$ cat src/hw/rtl/cgf_pkg.sv
package cgf_pkg;

    // Line geometry
    localparam int CHIP_WIDTH = 256;
    localparam int CHIP_COUNT = 5;
    localparam int POS_W      = $clog2(CHIP_WIDTH);
    localparam int CHIP_IDX_W = $clog2(CHIP_COUNT);
    localparam logic [POS_W-1:0]      POS_LAST  = POS_W'(CHIP_WIDTH - 1);
    localparam logic [CHIP_IDX_W-1:0] CHIP_LAST = CHIP_IDX_W'(CHIP_COUNT - 1);

    // Field widths
    localparam int PIX_W      = 31;
    localparam int GAP_W      = 5;
    localparam int MODE_W     = 2;
    localparam int K_W        = 5;
    localparam int CFG_IDX_W  = 2;
    localparam int CFG_DATA_W = 5;

    // Widest gap honoured; the all-ones code falls back to it
    localparam logic [GAP_W-1:0] GAP_MAX = GAP_W'(30);

    // Register indexes and reset values
    localparam logic [CFG_IDX_W-1:0] REG_GAP_WIDTH = CFG_IDX_W'(0);
    localparam logic [CFG_IDX_W-1:0] REG_FILL_MODE = CFG_IDX_W'(1);
    localparam logic [GAP_W-1:0]     GAP_RESET     = GAP_W'(4);

    // Divider sizing: dividend is a pixel, divisor at most 31
    localparam int DIV_W     = PIX_W;
    localparam int DVS_W     = 5;
    localparam int DIV_CNT_W = $clog2(DIV_W);
    localparam int MUL_W     = PIX_W + DVS_W;

    typedef enum logic [MODE_W-1:0] {
        FILL_RAW      = 2'd0,
        FILL_ZERO     = 2'd1,
        FILL_DISPATCH = 2'd2,
        FILL_MEAN     = 2'd3
    } fill_mode_t;

    typedef enum logic [1:0] {
        DIV_OP_LEFT  = 2'd0,
        DIV_OP_RIGHT = 2'd1,
        DIV_OP_STEP  = 2'd2
    } div_op_t;

    typedef enum logic [2:0] {
        S_IDLE   = 3'd0,
        S_DIV_L  = 3'd1,
        S_DIV_R  = 3'd2,
        S_DIV_S  = 3'd3,
        S_PREP   = 3'd4,
        S_RUN    = 3'd5
    } state_t;

    typedef struct packed {
        logic    take;
        logic    pass_load;
        logic    div_start;
        div_op_t div_op;
        logic    acc_load;
        logic    run_emit;
    } cmd_t;

    typedef struct packed {
        logic       out_free;
        logic       at_held;
        logic       at_boundary;
        fill_mode_t mode;
        logic       run_at_last;
        logic       div_busy;
        logic       div_done;
    } status_t;

endpackage

$ cat src/hw/rtl/cgf_if.sv
interface cgf_pix_if;
    logic                      valid;
    logic                      ready;
    logic [cgf_pkg::PIX_W-1:0] pixel_in;

    modport source (output valid, output pixel_in, input ready);
    modport sink   (input valid, input pixel_in, output ready);
endinterface

interface cgf_res_if;
    logic                      valid;
    logic                      ready;
    logic [cgf_pkg::PIX_W-1:0] pixel_out;
    logic                      run_last;
    logic                      line_end;

    modport source (output valid, output pixel_out, output run_last, output line_end,
                    input ready);
    modport sink   (input valid, input pixel_out, input run_last, input line_end,
                    output ready);
endinterface

interface cgf_cfg_if;
    logic                           valid;
    logic                           ready;
    logic [cgf_pkg::CFG_IDX_W-1:0]  index;
    logic [cgf_pkg::CFG_DATA_W-1:0] data;

    modport source (output valid, output index, output data, input ready);
    modport sink   (input valid, input index, input data, output ready);
endinterface

$ cat src/hw/rtl/cgf_div.sv
module cgf_div (
    input  logic                        clk,
    input  logic                        rst_n,
    input  logic                        start,
    input  logic [cgf_pkg::DIV_W-1:0]   dividend,
    input  logic [cgf_pkg::DVS_W-1:0]   divisor,
    output logic                        busy,
    output logic                        done,
    output logic [cgf_pkg::DIV_W-1:0]   quotient
);

    logic                            busy_reg, busy_next;
    logic                            done_reg, done_next;
    logic [cgf_pkg::DIV_CNT_W-1:0]   cnt_reg, cnt_next;
    logic [cgf_pkg::DIV_W-1:0]       quo_reg, quo_next;
    logic [cgf_pkg::DVS_W-1:0]       rem_reg, rem_next;
    logic [cgf_pkg::DVS_W-1:0]       dvs_reg, dvs_next;
    logic [cgf_pkg::DVS_W:0]         shifted;
    logic [cgf_pkg::DVS_W:0]         trial;
    logic                            fits;

    // One restoring step: bring down the next dividend bit
    always_comb
    begin
        shifted = {rem_reg, quo_reg[cgf_pkg::DIV_W-1]};
        trial   = shifted - {1'b0, dvs_reg};
        fits    = (shifted >= {1'b0, dvs_reg});
    end

    // Sequence the quotient bits, most significant first
    always_comb
    begin
        busy_next = busy_reg;
        done_next = 1'b0;
        cnt_next  = cnt_reg;
        quo_next  = quo_reg;
        rem_next  = rem_reg;
        dvs_next  = dvs_reg;
        if (start && !busy_reg)
        begin
            busy_next = 1'b1;
            cnt_next  = '0;
            quo_next  = dividend;
            rem_next  = '0;
            dvs_next  = divisor;
        end
        else if (busy_reg)
        begin
            quo_next = {quo_reg[cgf_pkg::DIV_W-2:0], fits};
            rem_next = fits ? trial[cgf_pkg::DVS_W-1:0] : shifted[cgf_pkg::DVS_W-1:0];
            cnt_next = cnt_reg + 1'b1;
            if (cnt_reg == cgf_pkg::DIV_CNT_W'(cgf_pkg::DIV_W - 1))
            begin
                busy_next = 1'b0;
                done_next = 1'b1;
            end
        end
    end

    always_ff @(posedge clk or negedge rst_n)
    begin
        if (!rst_n)
        begin
            busy_reg <= 1'b0;
            done_reg <= 1'b0;
            cnt_reg  <= '0;
        end
        else
        begin
            busy_reg <= busy_next;
            done_reg <= done_next;
            cnt_reg  <= cnt_next;
        end
    end

    always_ff @(posedge clk)
    begin
        quo_reg <= quo_next;
        rem_reg <= rem_next;
        dvs_reg <= dvs_next;
    end

    assign busy     = busy_reg;
    assign done     = done_reg;
    assign quotient = quo_reg;

    // A started division reports its quotient after a fixed latency
    a_div_latency: assert property (@(posedge clk) disable iff (!rst_n)
        (start && !busy_reg) |-> ##(cgf_pkg::DIV_W + 1) done_reg)
        else $error("divider did not finish on time");

    // Completion and busy never overlap
    a_div_done_idle: assert property (@(posedge clk) disable iff (!rst_n)
        done_reg |-> !busy_reg)
        else $error("divider reports done while busy");

endmodule

$ cat src/hw/rtl/cgf_ctrl.sv
module cgf_ctrl (
    input  logic             clk,
    input  logic             rst_n,
    input  logic             in_valid,
    output logic             in_ready,
    input  cgf_pkg::status_t status,
    output cgf_pkg::cmd_t    cmd
);

    cgf_pkg::state_t state_reg, state_next;

    always_ff @(posedge clk or negedge rst_n)
    begin
        if (!rst_n)
        begin
            state_reg <= cgf_pkg::S_IDLE;
        end
        else
        begin
            state_reg <= state_next;
        end
    end

    // Next state and commands
    always_comb
    begin
        state_next    = state_reg;
        in_ready      = 1'b0;
        cmd.take      = 1'b0;
        cmd.pass_load = 1'b0;
        cmd.div_start = 1'b0;
        cmd.div_op    = cgf_pkg::DIV_OP_LEFT;
        cmd.acc_load  = 1'b0;
        cmd.run_emit  = 1'b0;
        case (state_reg)
            cgf_pkg::S_IDLE:
            begin
                in_ready = status.out_free;
                if (in_valid && status.out_free)
                begin
                    cmd.take = 1'b1;
                    if (status.at_boundary)
                    begin
                        if (status.mode == cgf_pkg::FILL_DISPATCH ||
                            status.mode == cgf_pkg::FILL_MEAN)
                        begin
                            cmd.div_start = 1'b1;
                            cmd.div_op    = cgf_pkg::DIV_OP_LEFT;
                            state_next    = cgf_pkg::S_DIV_L;
                        end
                        else
                        begin
                            state_next = cgf_pkg::S_RUN;
                        end
                    end
                    else if (!status.at_held)
                    begin
                        cmd.pass_load = 1'b1;
                    end
                end
            end
            cgf_pkg::S_DIV_L:
            begin
                cmd.div_op = cgf_pkg::DIV_OP_RIGHT;
                if (status.div_done)
                begin
                    cmd.div_start = 1'b1;
                    state_next    = cgf_pkg::S_DIV_R;
                end
            end
            cgf_pkg::S_DIV_R:
            begin
                cmd.div_op = cgf_pkg::DIV_OP_STEP;
                if (status.div_done)
                begin
                    if (status.mode == cgf_pkg::FILL_MEAN)
                    begin
                        cmd.div_start = 1'b1;
                        state_next    = cgf_pkg::S_DIV_S;
                    end
                    else
                    begin
                        state_next = cgf_pkg::S_RUN;
                    end
                end
            end
            cgf_pkg::S_DIV_S:
            begin
                if (status.div_done)
                begin
                    state_next = cgf_pkg::S_PREP;
                end
            end
            cgf_pkg::S_PREP:
            begin
                cmd.acc_load = 1'b1;
                state_next   = cgf_pkg::S_RUN;
            end
            cgf_pkg::S_RUN:
            begin
                if (status.out_free)
                begin
                    cmd.run_emit = 1'b1;
                    if (status.run_at_last)
                    begin
                        state_next = cgf_pkg::S_IDLE;
                    end
                end
            end
            default:
            begin
                state_next = cgf_pkg::S_IDLE;
            end
        endcase
    end

    // Run pixels only go into a free output register
    a_emit_free: assert property (@(posedge clk) disable iff (!rst_n)
        cmd.run_emit |-> status.out_free)
        else $error("run pixel loaded over a pending result");

    // Never restart the divider mid-division
    a_div_start_idle: assert property (@(posedge clk) disable iff (!rst_n)
        cmd.div_start |-> !status.div_busy)
        else $error("divider started while busy");

    // The last run pixel returns the controller to idle
    a_run_end: assert property (@(posedge clk) disable iff (!rst_n)
        (cmd.run_emit && status.run_at_last) |=> (state_reg == cgf_pkg::S_IDLE))
        else $error("run did not end after its last pixel");

endmodule

$ cat src/hw/rtl/cgf_dp.sv
module cgf_dp (
    input  logic              clk,
    input  logic              rst_n,
    input  logic [cgf_pkg::PIX_W-1:0] pixel_in,
    cgf_res_if.source         results,
    cgf_cfg_if.sink           cfg,
    input  cgf_pkg::cmd_t     cmd,
    output cgf_pkg::status_t  status
);

    // Configuration
    logic [cgf_pkg::GAP_W-1:0]      gap_width_reg;
    cgf_pkg::fill_mode_t            fill_mode_reg;

    // Line position
    logic [cgf_pkg::POS_W-1:0]      pos_reg, pos_next;
    logic [cgf_pkg::CHIP_IDX_W-1:0] chip_reg, chip_next;

    // Boundary run operands
    logic [cgf_pkg::PIX_W-1:0]      held_left_reg;
    logic [cgf_pkg::PIX_W-1:0]      right_reg;
    logic [cgf_pkg::PIX_W-1:0]      share_l_reg;
    logic [cgf_pkg::PIX_W-1:0]      share_r_reg;
    logic [cgf_pkg::PIX_W-1:0]      step_reg;
    logic [cgf_pkg::PIX_W-1:0]      acc_reg;
    logic                           neg_reg;
    cgf_pkg::div_op_t               dest_reg;
    logic [cgf_pkg::K_W-1:0]        k_reg;

    // Output register
    logic                           out_valid_reg, out_valid_next;
    logic [cgf_pkg::PIX_W-1:0]      out_pixel_reg;
    logic                           out_last_reg;
    logic                           out_end_reg;

    logic [cgf_pkg::GAP_W-1:0]      gap;
    logic [cgf_pkg::DVS_W-1:0]      share_n;
    logic [cgf_pkg::DVS_W-1:0]      gap_plus1;
    logic [cgf_pkg::K_W:0]          right_first;
    logic                           at_line_end;
    logic                           out_free;
    logic [cgf_pkg::PIX_W:0]        diff;
    logic [cgf_pkg::PIX_W-1:0]      diff_mag;
    logic [cgf_pkg::DIV_W-1:0]      div_dividend;
    logic [cgf_pkg::DVS_W-1:0]      div_divisor;
    logic                           div_busy;
    logic                           div_done;
    logic [cgf_pkg::DIV_W-1:0]      div_quotient;
    logic [cgf_pkg::MUL_W-1:0]      ramp_prod;
    logic [cgf_pkg::PIX_W-1:0]      run_value;

    // Run geometry from the clamped gap
    always_comb
    begin
        gap         = (gap_width_reg > cgf_pkg::GAP_MAX) ? cgf_pkg::GAP_MAX : gap_width_reg;
        share_n     = cgf_pkg::DVS_W'(gap[cgf_pkg::GAP_W-1:1]) + 1'b1;
        gap_plus1   = cgf_pkg::DVS_W'(gap) + 1'b1;
        right_first = (cgf_pkg::K_W+1)'(gap) + (cgf_pkg::K_W+1)'(2)
                    - (cgf_pkg::K_W+1)'(share_n);
        at_line_end = (pos_reg == cgf_pkg::POS_LAST) && (chip_reg == cgf_pkg::CHIP_LAST);
        out_free    = !out_valid_reg || results.ready;
    end

    // Configuration writes; always accepted
    assign cfg.ready = 1'b1;

    always_ff @(posedge clk or negedge rst_n)
    begin
        if (!rst_n)
        begin
            gap_width_reg <= cgf_pkg::GAP_RESET;
            fill_mode_reg <= cgf_pkg::FILL_RAW;
        end
        else if (cfg.valid)
        begin
            if (cfg.index == cgf_pkg::REG_GAP_WIDTH)
            begin
                gap_width_reg <= cfg.data[cgf_pkg::GAP_W-1:0];
            end
            else if (cfg.index == cgf_pkg::REG_FILL_MODE)
            begin
                fill_mode_reg <= cgf_pkg::fill_mode_t'(cfg.data[cgf_pkg::MODE_W-1:0]);
            end
        end
    end

    // Advance the column, wrapping at the end of the line
    always_comb
    begin
        pos_next  = pos_reg;
        chip_next = chip_reg;
        if (cmd.take)
        begin
            if (pos_reg == cgf_pkg::POS_LAST)
            begin
                pos_next  = '0;
                chip_next = (chip_reg == cgf_pkg::CHIP_LAST) ? '0 : chip_reg + 1'b1;
            end
            else
            begin
                pos_next = pos_reg + 1'b1;
            end
        end
    end

    always_ff @(posedge clk or negedge rst_n)
    begin
        if (!rst_n)
        begin
            pos_reg       <= '0;
            chip_reg      <= '0;
            held_left_reg <= '0;
        end
        else
        begin
            pos_reg  <= pos_next;
            chip_reg <= chip_next;
            if (cmd.take && status.at_held)
            begin
                held_left_reg <= pixel_in;
            end
        end
    end

    // Divider operand selection; the step division starts on the very cycle the
    // right share completes, so take that share straight from the divider
    always_comb
    begin
        diff     = {1'b0, share_l_reg} - {1'b0, div_quotient};
        diff_mag = diff[cgf_pkg::PIX_W] ? (~diff[cgf_pkg::PIX_W-1:0] + 1'b1)
                                        : diff[cgf_pkg::PIX_W-1:0];
        case (cmd.div_op)
            cgf_pkg::DIV_OP_LEFT:
            begin
                div_dividend = held_left_reg;
                div_divisor  = share_n;
            end
            cgf_pkg::DIV_OP_RIGHT:
            begin
                div_dividend = right_reg;
                div_divisor  = share_n;
            end
            cgf_pkg::DIV_OP_STEP:
            begin
                div_dividend = diff_mag;
                div_divisor  = gap_plus1;
            end
            default:
            begin
                div_dividend = held_left_reg;
                div_divisor  = share_n;
            end
        endcase
    end

    cgf_div u_div (
        .clk      (clk),
        .rst_n    (rst_n),
        .start    (cmd.div_start),
        .dividend (div_dividend),
        .divisor  (div_divisor),
        .busy     (div_busy),
        .done     (div_done),
        .quotient (div_quotient)
    );

    // Ramp start: F + (g+1)*step, modulo the pixel width
    assign ramp_prod = cgf_pkg::MUL_W'(gap_plus1) * cgf_pkg::MUL_W'(step_reg);

    // Capture operands and quotients, walk the run
    always_ff @(posedge clk)
    begin
        if (cmd.take && status.at_boundary)
        begin
            right_reg <= pixel_in;
        end
        if (cmd.div_start)
        begin
            dest_reg <= cmd.div_op;
            neg_reg  <= diff[cgf_pkg::PIX_W];
        end
        if (div_done)
        begin
            case (dest_reg)
                cgf_pkg::DIV_OP_LEFT:  share_l_reg <= div_quotient;
                cgf_pkg::DIV_OP_RIGHT: share_r_reg <= div_quotient;
                cgf_pkg::DIV_OP_STEP:  step_reg    <= neg_reg ? (~div_quotient + 1'b1)
                                                              : div_quotient;
                default:               share_l_reg <= div_quotient;
            endcase
        end
        if (cmd.acc_load)
        begin
            acc_reg <= share_r_reg + ramp_prod[cgf_pkg::PIX_W-1:0];
        end
        else if (cmd.run_emit)
        begin
            acc_reg <= acc_reg - step_reg;
        end
        if (cmd.take)
        begin
            k_reg <= '0;
        end
        else if (cmd.run_emit)
        begin
            k_reg <= k_reg + 1'b1;
        end
    end

    // Value of the current run position
    always_comb
    begin
        case (fill_mode_reg)
            cgf_pkg::FILL_RAW:
            begin
                if (k_reg == '0)
                begin
                    run_value = held_left_reg;
                end
                else if (k_reg == gap_plus1)
                begin
                    run_value = right_reg;
                end
                else
                begin
                    run_value = '0;
                end
            end
            cgf_pkg::FILL_ZERO:
            begin
                run_value = '0;
            end
            cgf_pkg::FILL_DISPATCH:
            begin
                run_value = ((cgf_pkg::K_W+1)'(k_reg) >= right_first) ? share_r_reg
                                                                        : share_l_reg;
            end
            cgf_pkg::FILL_MEAN:
            begin
                run_value = acc_reg;
            end
            default:
            begin
                run_value = '0;
            end
        endcase
    end

    // Output register: load on pass-through or run, drop once taken
    always_comb
    begin
        out_valid_next = out_valid_reg;
        if (cmd.pass_load || cmd.run_emit)
        begin
            out_valid_next = 1'b1;
        end
        else if (results.ready)
        begin
            out_valid_next = 1'b0;
        end
    end

    always_ff @(posedge clk or negedge rst_n)
    begin
        if (!rst_n)
        begin
            out_valid_reg <= 1'b0;
        end
        else
        begin
            out_valid_reg <= out_valid_next;
        end
    end

    always_ff @(posedge clk)
    begin
        if (cmd.pass_load)
        begin
            out_pixel_reg <= pixel_in;
            out_last_reg  <= 1'b1;
            out_end_reg   <= at_line_end;
        end
        else if (cmd.run_emit)
        begin
            out_pixel_reg <= run_value;
            out_last_reg  <= status.run_at_last;
            out_end_reg   <= 1'b0;
        end
    end

    assign results.valid     = out_valid_reg;
    assign results.pixel_out = out_pixel_reg;
    assign results.run_last  = out_last_reg;
    assign results.line_end  = out_end_reg;

    // Status towards the controller
    always_comb
    begin
        status.out_free    = out_free;
        status.at_held     = (pos_reg == cgf_pkg::POS_LAST) && (chip_reg != cgf_pkg::CHIP_LAST);
        status.at_boundary = (pos_reg == '0) && (chip_reg != '0);
        status.mode        = fill_mode_reg;
        status.run_at_last = (k_reg == gap_plus1);
        status.div_busy    = div_busy;
        status.div_done    = div_done;
    end

endmodule

$ cat src/hw/rtl/chip_row_gap_filler.sv
// Chip row gap filler. Pixels of a detector line (CHIP_COUNT chips of CHIP_WIDTH
// pixels) enter on the pixels channel, one per transaction, and leave on the
// results channel with gap_width pixels inserted between neighbouring chips.
// Ordinary pixels pass at one per cycle, while the results channel is ready,
// through a single output register. The last pixel of each chip but the last
// is held and gives no result; the first pixel of the next chip then produces
// a run of gap_width+2 results, emitted at one per cycle while the results
// channel is ready, during which no pixel is accepted. Raw and zero fill start
// the run at once. Dispatch fill first computes two shares, one after the
// other, on the shared bit-serial divider before the run; linear mean needs a
// third quotient and a ramp set-up state. run_last marks the final result of
// each input, line_end the final pixel of an output line. Write gap_width
// (index 0) and fill_mode (index 1) only while no run is pending.
module chip_row_gap_filler (
    input  logic      clk,
    input  logic      rst_n,
    cgf_pix_if.sink   pixels,
    cgf_res_if.source results,
    cgf_cfg_if.sink   cfg
);

    cgf_pkg::cmd_t    cmd;
    cgf_pkg::status_t status;

    cgf_ctrl u_ctrl (
        .clk      (clk),
        .rst_n    (rst_n),
        .in_valid (pixels.valid),
        .in_ready (pixels.ready),
        .status   (status),
        .cmd      (cmd)
    );

    cgf_dp u_dp (
        .clk      (clk),
        .rst_n    (rst_n),
        .pixel_in (pixels.pixel_in),
        .results  (results),
        .cfg      (cfg),
        .cmd      (cmd),
        .status   (status)
    );

endmodule
$ cat src/flat_wrapper.sv
// flat-port wrapper written by rule: the top's interface ports become plain ports
module chip_row_gap_filler_flat 
  (clk, rst_n, pixels_valid, pixels_pixel_in, pixels_ready, results_valid, results_pixel_out, results_run_last, results_line_end, results_ready, cfg_valid, cfg_index, cfg_data, cfg_ready);
  cgf_pix_if pixels_i ();
  cgf_res_if results_i ();
  cgf_cfg_if cfg_i ();
  input  logic clk;
  input  logic rst_n;
  input wire logic [$bits(pixels_i.valid)-1:0] pixels_valid;
  input wire logic [$bits(pixels_i.pixel_in)-1:0] pixels_pixel_in;
  output wire logic [$bits(pixels_i.ready)-1:0] pixels_ready;
  output wire logic [$bits(results_i.valid)-1:0] results_valid;
  output wire logic [$bits(results_i.pixel_out)-1:0] results_pixel_out;
  output wire logic [$bits(results_i.run_last)-1:0] results_run_last;
  output wire logic [$bits(results_i.line_end)-1:0] results_line_end;
  input wire logic [$bits(results_i.ready)-1:0] results_ready;
  input wire logic [$bits(cfg_i.valid)-1:0] cfg_valid;
  input wire logic [$bits(cfg_i.index)-1:0] cfg_index;
  input wire logic [$bits(cfg_i.data)-1:0] cfg_data;
  output wire logic [$bits(cfg_i.ready)-1:0] cfg_ready;
  assign pixels_i.valid = pixels_valid;
  assign pixels_i.pixel_in = pixels_pixel_in;
  assign pixels_ready = pixels_i.ready;
  assign results_valid = results_i.valid;
  assign results_pixel_out = results_i.pixel_out;
  assign results_run_last = results_i.run_last;
  assign results_line_end = results_i.line_end;
  assign results_i.ready = results_ready;
  assign cfg_i.valid = cfg_valid;
  assign cfg_i.index = cfg_index;
  assign cfg_i.data = cfg_data;
  assign cfg_ready = cfg_i.ready;
  chip_row_gap_filler u_core (.clk(clk), .rst_n(rst_n), .pixels(pixels_i), .results(results_i), .cfg(cfg_i));
endmodule
$ cat config.mk
export PLATFORM = sky130hd
export DESIGN_NAME = chip_row_gap_filler_flat
export DESIGN_NICKNAME = d
export VERILOG_FILES = /design/src/hw/rtl/cgf_pkg.sv /design/src/hw/rtl/cgf_if.sv /design/src/hw/rtl/cgf_div.sv /design/src/hw/rtl/cgf_ctrl.sv /design/src/hw/rtl/cgf_dp.sv /design/src/hw/rtl/chip_row_gap_filler.sv /design/src/flat_wrapper.sv
export SDC_FILE = /design/constraint.sdc
export NUM_CORES = 1
export LEC_CHECK = 0
export BUFFER_PORTS_ARGS = -buffer_cell sky130_fd_sc_hd__buf_2
export CAP_MARGIN = 10
export CORE_MARGIN = 3
export CORE_UTILIZATION = 67
export CTS_CLUSTER_SIZE = 10
export DETAILED_ROUTE_END_ITERATION = 8
export PLACE_DENSITY = 0.85
export SYNTH_ARGS = -nofsm -noshare
export SYNTH_HDL_FRONTEND = slang
export SYNTH_SLANG_ARGS = --single-unit
$ cat constraint.sdc
create_clock -name clk -period 17 [get_ports clk]
set_input_delay 3.4 -clock clk [delete_from_list [all_inputs] [get_ports clk]]
set_output_delay 3.4 -clock clk [all_outputs]
set_load 0.1 [all_outputs]
Word level (Yosys, flattened, before mapping)

Index checks and enable logic that the tools add are counted.

Logic and storage cells: 155
Output and inout port bits: 36
Register bits: 297
Input bits: 43

Muxes and demuxes: 54
Multipliers: 1
$lt $le $gt $ge: 3
Reductions and logical operators: 30
Bitwise operators: 4
Equal/unequal tests: 25
Add/sub/neg operators: 14

Operator list:

| cell                  | number |
|---|---|
| $mux 31               | 11 |
| $pmux 31 s4           | 1 |
| $add 31x1->31 const B | 2 |
| $not 31->31           | 2 |
| $pmux 31 s2           | 1 |
| $mux 3                | 12 |
| $sub 31x31->32        | 1 |
| $add 31x31->31        | 1 |
| $mul 5x31->31         | 1 |
| $sub 31x31->31        | 1 |
| $mux 5                | 6 |
| $mux 1                | 19 |
| $pmux 3 s6            | 1 |
| $add 5x1->5 const B   | 3 |
| $ne 2x2->1 const B    | 6 |
| $reduce_and 2->1      | 5 |
| $eq 3x3->1 const B    | 3 |
| $pmux 3 s3            | 1 |
| $add 8x1->8 const B   | 1 |
| $eq 2x1->1 const B    | 4 |
| $eq 2x2->1 const B    | 4 |
| $eq 8x8->1 const B    | 1 |
| $logic_not 8->1       | 1 |
| $mux 8                | 1 |
| other kinds (27)      | 42 |

Depth between registers and ports, before layout

Word-level depth: 9
Gate-level depth with buffers: 27
Depth with buffers taken out: 25

Modules after synthesis

A second synthesis with hierarchy kept.

Cell total of the unflattened synthesis: 2478
Area total of the unflattened synthesis: 23570.1 µm²

By module, submodules not included:

| module   | cells an instance | seq. area each (µm²) | instances | area each (µm²) |
|---|---|---|---|---|
| cgf_dp   | 2285              | 7078.0               | 1         | 21047.7 |
| cgf_div  | 158               | 1356.3               | 1         | 2218.4 |
| cgf_ctrl | 35                | 75.1                 | 1         | 304.0 |

Worst setup path after synthesis

Ideal clock, no wire load.

Kind: in2out
From: in results_ready
To: out pixels_ready
Setup slack: 8906 ps
Data required time: 13600 ps
Path buffers: 0
Arrival time: 4694 ps
Stages: 2
Path through: nor2b_1 -> nor2_1

Word-level cells in the longest chain between the ends: 2

RTL lines:

| element          | RTL line           | text |
|---|---|---|
| start, declared  | flat_wrapper.sv:16 | `input wire logic [$bits(results_i.ready)-1:0] results_ready;` |
| $logic_or 1x1->1 | cgf_dp.sv:61       | `out_free = !out_valid_reg \|\| results.ready;` |
| $mux 1           | cgf_ctrl.sv:35     | `case (state_reg)` |
| end, declared    | flat_wrapper.sv:11 | `output wire logic [$bits(pixels_i.ready)-1:0] pixels_ready;` |

Every way passes these cells.

Worst setup path in the final report

Same ends and word-level chain as after synthesis.

==> results <==
- Entering global routing, the biggest net connects slightly above 70 pins.
- Clock skew on the completed layout was measured at 0.0165 ns.
- The netlist area before placement is 0.0236 mm².
- The tree built by TritonCTS fans out to 297 sinks.
- The number of levels in the clock H-tree is 2.
- The total of cells resized after clock tree synthesis is 0.
- The number of antenna repair diodes is 0.
- The area after detailed placement is 0.0244 mm².
- Setup repair after global routing left no endpoint under its margin.
- The via density per instance is approximately 6.6.
- The horizontal extent of the die is 194 µm.
- The number of cells traversed by the worst register-to-register path is 24.
- The worst path needs 7.52 ns of the cycle, external delays included.
- The instance count along the most critical hold path is 0.
- After synthesis the netlist holds a flip-flop and latch count of 297.
- The flow ran to the end, and the final reports show no timing, DRC or antenna violations.
- After clock tree synthesis, the setup repair step added 0 buffers.
- The core outline area is about 0.035 mm².
- Final hold analysis gives a worst-case slack of 0.475 ns.
- In this run the count of I/O pins placed on the die edge is 79.
- The critical path in this run is classified as in2out.
- The routed design has roughly 67,000 µm of wire.
- The worst-skew pair later-pin latency is 0.54 ns.
- The cell count after placement is 2,951.
- For this run, the number of Yosys warnings is 0.
- After synthesis, the share of flip-flops with an asynchronous set or reset is 20.2%.
- Global routing used a little over a third of the available tracks across all layers.
- The accumulated negative setup slack is 0 ns.
- The arrival time reported for the critical path endpoint is 4.12 ns.
- The number of buffer cells added on primary ports is 77.
- Yosys mapped a number of flops with a built-in enable equal to 226.
- The synthesis-to-finish area growth is 7.89%.
- The pre-antenna-repair detailed-routing pass consisted of 6 iterations.
- The sequential fraction of the synthesis area is 36.1%.
- The total half-perimeter wirelength after legalization and detailed placement is 49,500 µm.
- The fraction of power consumed by combinational cells is between 60% and 70%.
- The total non-filler cell area in the finished layout is 0.0254 mm².
- The worst hold path begins at u_core.u_dp.u_div.quotient[2].
- The total congestion overflow after global routing is 0.
- The highest net fanout along the worst path is 2.
- The number of antenna violations at the first check in global routing was 0.
- Clock tree synthesis selected as its root buffer the cell sky130_fd_sc_hd__clkbuf_16.
- The highest attainable clock frequency is 0.133 GHz.
- The routability congestion estimate is between 0.9 and 1.
- For the worst setup path, the data required time is 13.60 ns.
- The floorplan die area is between 0.03 and 0.04 mm².
- Cell internal power was estimated by the tool at 2.46 mW.
- The worst register-to-register path ends at u_core.u_dp.acc_reg[30].
- The total number of vias is 19.9k.
- The worst register-to-register path begins at u_core.u_dp.gap_width_reg[1].
- The leakage power of the design is 11.0 nW.
- The wire length per cell is 22.1 µm.
- The number of standard cells in the layout, taps in and fillers out is 3,018.
- The clock network fraction of total power is around 16%.
- The critical path startpoint category is an input pin.
- The number of global-route vias before repair was 19.3k.
- Cells with a size suffix above 1 make up around a tenth of the layout.
- The worst vdd rail ir drop is 164 µV.
- The number of hold buffers added after CTS is 0.
- Overall power consumption after layout is estimated at 4.63 mW.
- TritonCTS built the clock tree.
- The number of nets handed over by synthesis was 2,793.
- The final number of hold-violating endpoints is 0.
- The transition time of the tightest slew-check pin is 0.982 ns.
- The net count reported at finish is between 2k and 3k.
- The count of nets left with antenna violations once routing finished came out at 0.
- Across the run, the number of max-cap violations was 0.
- Setup slack on the worst reg-to-reg path comes out at 9.75 ns.
- The floorplan has 68 rows.
- The wire length of the first global-routing pass is roughly 110,000 µm.
- The CTS buffer count is 37.
- The power spent charging and discharging nets is approximately 2.2 mW.
- The worst hold path terminates at u_core.u_dp.share_l_reg[2].
- Once the floorplan was initialized, standard cells occupied 68.1% of the core.
- The total count of max-transition violations in the final report came to 0.
- The setup violation total in the final timing report is 0.
- The power per cell area is 182 mW/mm².
- In this run, flip-flops and latches consume between 15 and 20% of the power.
- The CTS clock-pin slew for the worst setup and hold paths is 0.05 ns.
- In this run the tightest slew margin relative to its limit is between 30% and 40%.
- The switching part of the total is 46.8%.
- In this run the deepest clock path goes through 3 buffers.
- The worst path uses 44.2% of the clock period.
- The per-instance average area after synthesis is 9.41 µm².
- The path class of the tightest hold or removal check is reg2reg.
- STA classifies the critical path endpoint as a primary output.
- The synthesized instance count is roughly 2.5k.
- The most used flip-flop cell after synthesis is sky130_fd_sc_hd__edfxtp_1.
- After filler insertion, the fill cell instance count of the layout stands at 2,356.
- The unique cell type count in the Yosys netlist is 101.
- The remaining routing DRC violations is 0.
- The y dimension of the die is 194 µm.
- The iteration-0 DRC count of the detailed router is 2,675.
==> power by group through the flow <==
stage / Sequential [mW] / Combinational [mW] / Clock, mW
6_report: 0.848 / 3.05 / 0.731
5_1_grt: 0.851 / 3.42 / 0.759
4_1_cts: 0.847 / 3.01 / 0.732
3_5_place_dp: 0.862 / 2.99 / 0
3_3_place_gp: 0.860 / 2.85 / 0
2_1_floorplan: 0.998 / 2.29 / 0
==> placed cells by master, fill, tap and decap left out, types with 26 or more instances in the layout <==
master                      count
sky130_fd_sc_hd__mux2i_1       26
sky130_fd_sc_hd__clkbuf_16     38
sky130_fd_sc_hd__buf_4         26
sky130_fd_sc_hd__fa_1         112
sky130_fd_sc_hd__o41ai_1       27
sky130_fd_sc_hd__edfxtp_1     226
sky130_fd_sc_hd__o31ai_1       27
sky130_fd_sc_hd__and2_1        45
sky130_fd_sc_hd__nor2_1       233
sky130_fd_sc_hd__a21oi_1      172
sky130_fd_sc_hd__dfrtp_1       59
sky130_fd_sc_hd__xor2_1        41
sky130_fd_sc_hd__o21ai_0      117
sky130_fd_sc_hd__a21o_1        31
sky130_fd_sc_hd__inv_1        264
sky130_fd_sc_hd__nand3_1       66
sky130_fd_sc_hd__nand2_1      224
sky130_fd_sc_hd__nand2b_1      32
sky130_fd_sc_hd__xnor2_1       98
sky130_fd_sc_hd__mux2_2        56
sky130_fd_sc_hd__nor3_1        35
sky130_fd_sc_hd__ha_1         131
sky130_fd_sc_hd__buf_2         77
==> final cells by class <==
class,count,area (µm²),area share (%)
multi-input combinational,1827,13700,53.8
sequential,297,8510,33.4
clock buffer,62,1060,4.17
inverter,269,1010,3.97
timing repair buffer,103,581,2.28
tap,455,569,2.24
clock inverter,5,33.8,0.133
==> metrics by stage <==
stage | setup WS [ns] | utilization, %
6_report | 9.48 | 73.5
5_1_grt | 9.33 | 73.5
4_1_cts | 9.48 | 73.5
3_5_place_dp | 9.51 | 70.3
3_3_place_gp | 9.54 | 70.3
2_1_floorplan | 8.91 | -
==> routing by layer <==
metal	track usage, %	vias to the layer above	share of wire (%)
li1	-	8909	-
met1	49.2	9492	39
met2	52.0	1294	43
met3	9.82	173	14
met4	12.6	0	3.9
met5	0	-	0
==> how the worst max path moves through the flow <==
stage	start	to	slack, ns
global route	u_core.u_dp.gap_width_reg[2]	u_core.u_dp.acc_reg[30]	9.33
finish	results_ready	pixels_ready	9.48
floorplan	results_ready	pixels_ready	8.91
global placement	results_ready	pixels_ready	9.54
CTS	results_ready	pixels_ready	9.48
detailed placement	results_ready	pixels_ready	9.51
==> worst max-delay path, cell delays in order <==
cell and delay, ns:
sky130_fd_sc_hd__buf_2 0.09, sky130_fd_sc_hd__nor2b_1 0.06, sky130_fd_sc_hd__nor2_1 0.13, sky130_fd_sc_hd__buf_2 0.45
==> cell usage after synthesis (6+ instances only) <==
library cell,number,area share [%]
sky130_fd_sc_hd__nand3_1,66,1.4
sky130_fd_sc_hd__a21oi_1,172,3.6
sky130_fd_sc_hd__a311oi_1,7,0.26
sky130_fd_sc_hd__or4_1,8,0.25
sky130_fd_sc_hd__or3_1,15,0.40
sky130_fd_sc_hd__a31oi_1,17,0.45
sky130_fd_sc_hd__dfxtp_1,11,0.93
sky130_fd_sc_hd__dfrtp_1,59,6.3
sky130_fd_sc_hd__nand3b_1,7,0.22
sky130_fd_sc_hd__nand4_1,17,0.45
sky130_fd_sc_hd__nand2_1,225,3.6
sky130_fd_sc_hd__buf_1,15,0.24
sky130_fd_sc_hd__xor2_1,43,1.6
sky130_fd_sc_hd__or2_2,6,0.16
sky130_fd_sc_hd__nand2b_1,32,0.85
sky130_fd_sc_hd__edfxtp_1,226,29
sky130_fd_sc_hd__nor3_1,37,0.79
sky130_fd_sc_hd__a221oi_1,19,0.71
sky130_fd_sc_hd__o21ai_0,117,2.5
sky130_fd_sc_hd__a211oi_1,23,0.73
sky130_fd_sc_hd__mux2_2,56,2.7
sky130_fd_sc_hd__o211ai_1,23,0.73
sky130_fd_sc_hd__buf_2,8,0.17
sky130_fd_sc_hd__inv_1,264,4.2
sky130_fd_sc_hd__and2_1,45,1.2
sky130_fd_sc_hd__a21o_1,31,0.99
sky130_fd_sc_hd__o21ai_1,18,0.38
sky130_fd_sc_hd__mux2i_1,26,1.1
sky130_fd_sc_hd__nor2_1,233,3.7
sky130_fd_sc_hd__xnor2_1,99,3.7
sky130_fd_sc_hd__o21a_1,16,0.51
sky130_fd_sc_hd__fa_1,112,9.5
sky130_fd_sc_hd__and3_1,13,0.34
sky130_fd_sc_hd__ha_1,132,7.0
sky130_fd_sc_hd__clkbuf_1,88,1.4
sky130_fd_sc_hd__nor3b_1,6,0.19
sky130_fd_sc_hd__nor2b_1,23,0.61
sky130_fd_sc_hd__o22ai_1,20,0.53
sky130_fd_sc_hd__o41ai_1,27,1.0
sky130_fd_sc_hd__o31ai_1,27,0.86
==> cell families (layout without fill, tap and decap cells) <==
kind of cell	Yosys count	in the layout	synth area share [%]
compound gates	594	594	16.6
other cells	1	1	0.0159
mux	82	82	3.78
flops	297	297	36.1
fa+ha+maj	244	244	16.5
buf+inv	382	439	6.14
xor+xnor	144	144	5.46
simple gates	762	762	15.4
No activity file was read; power rests on OpenSTA's default activity.
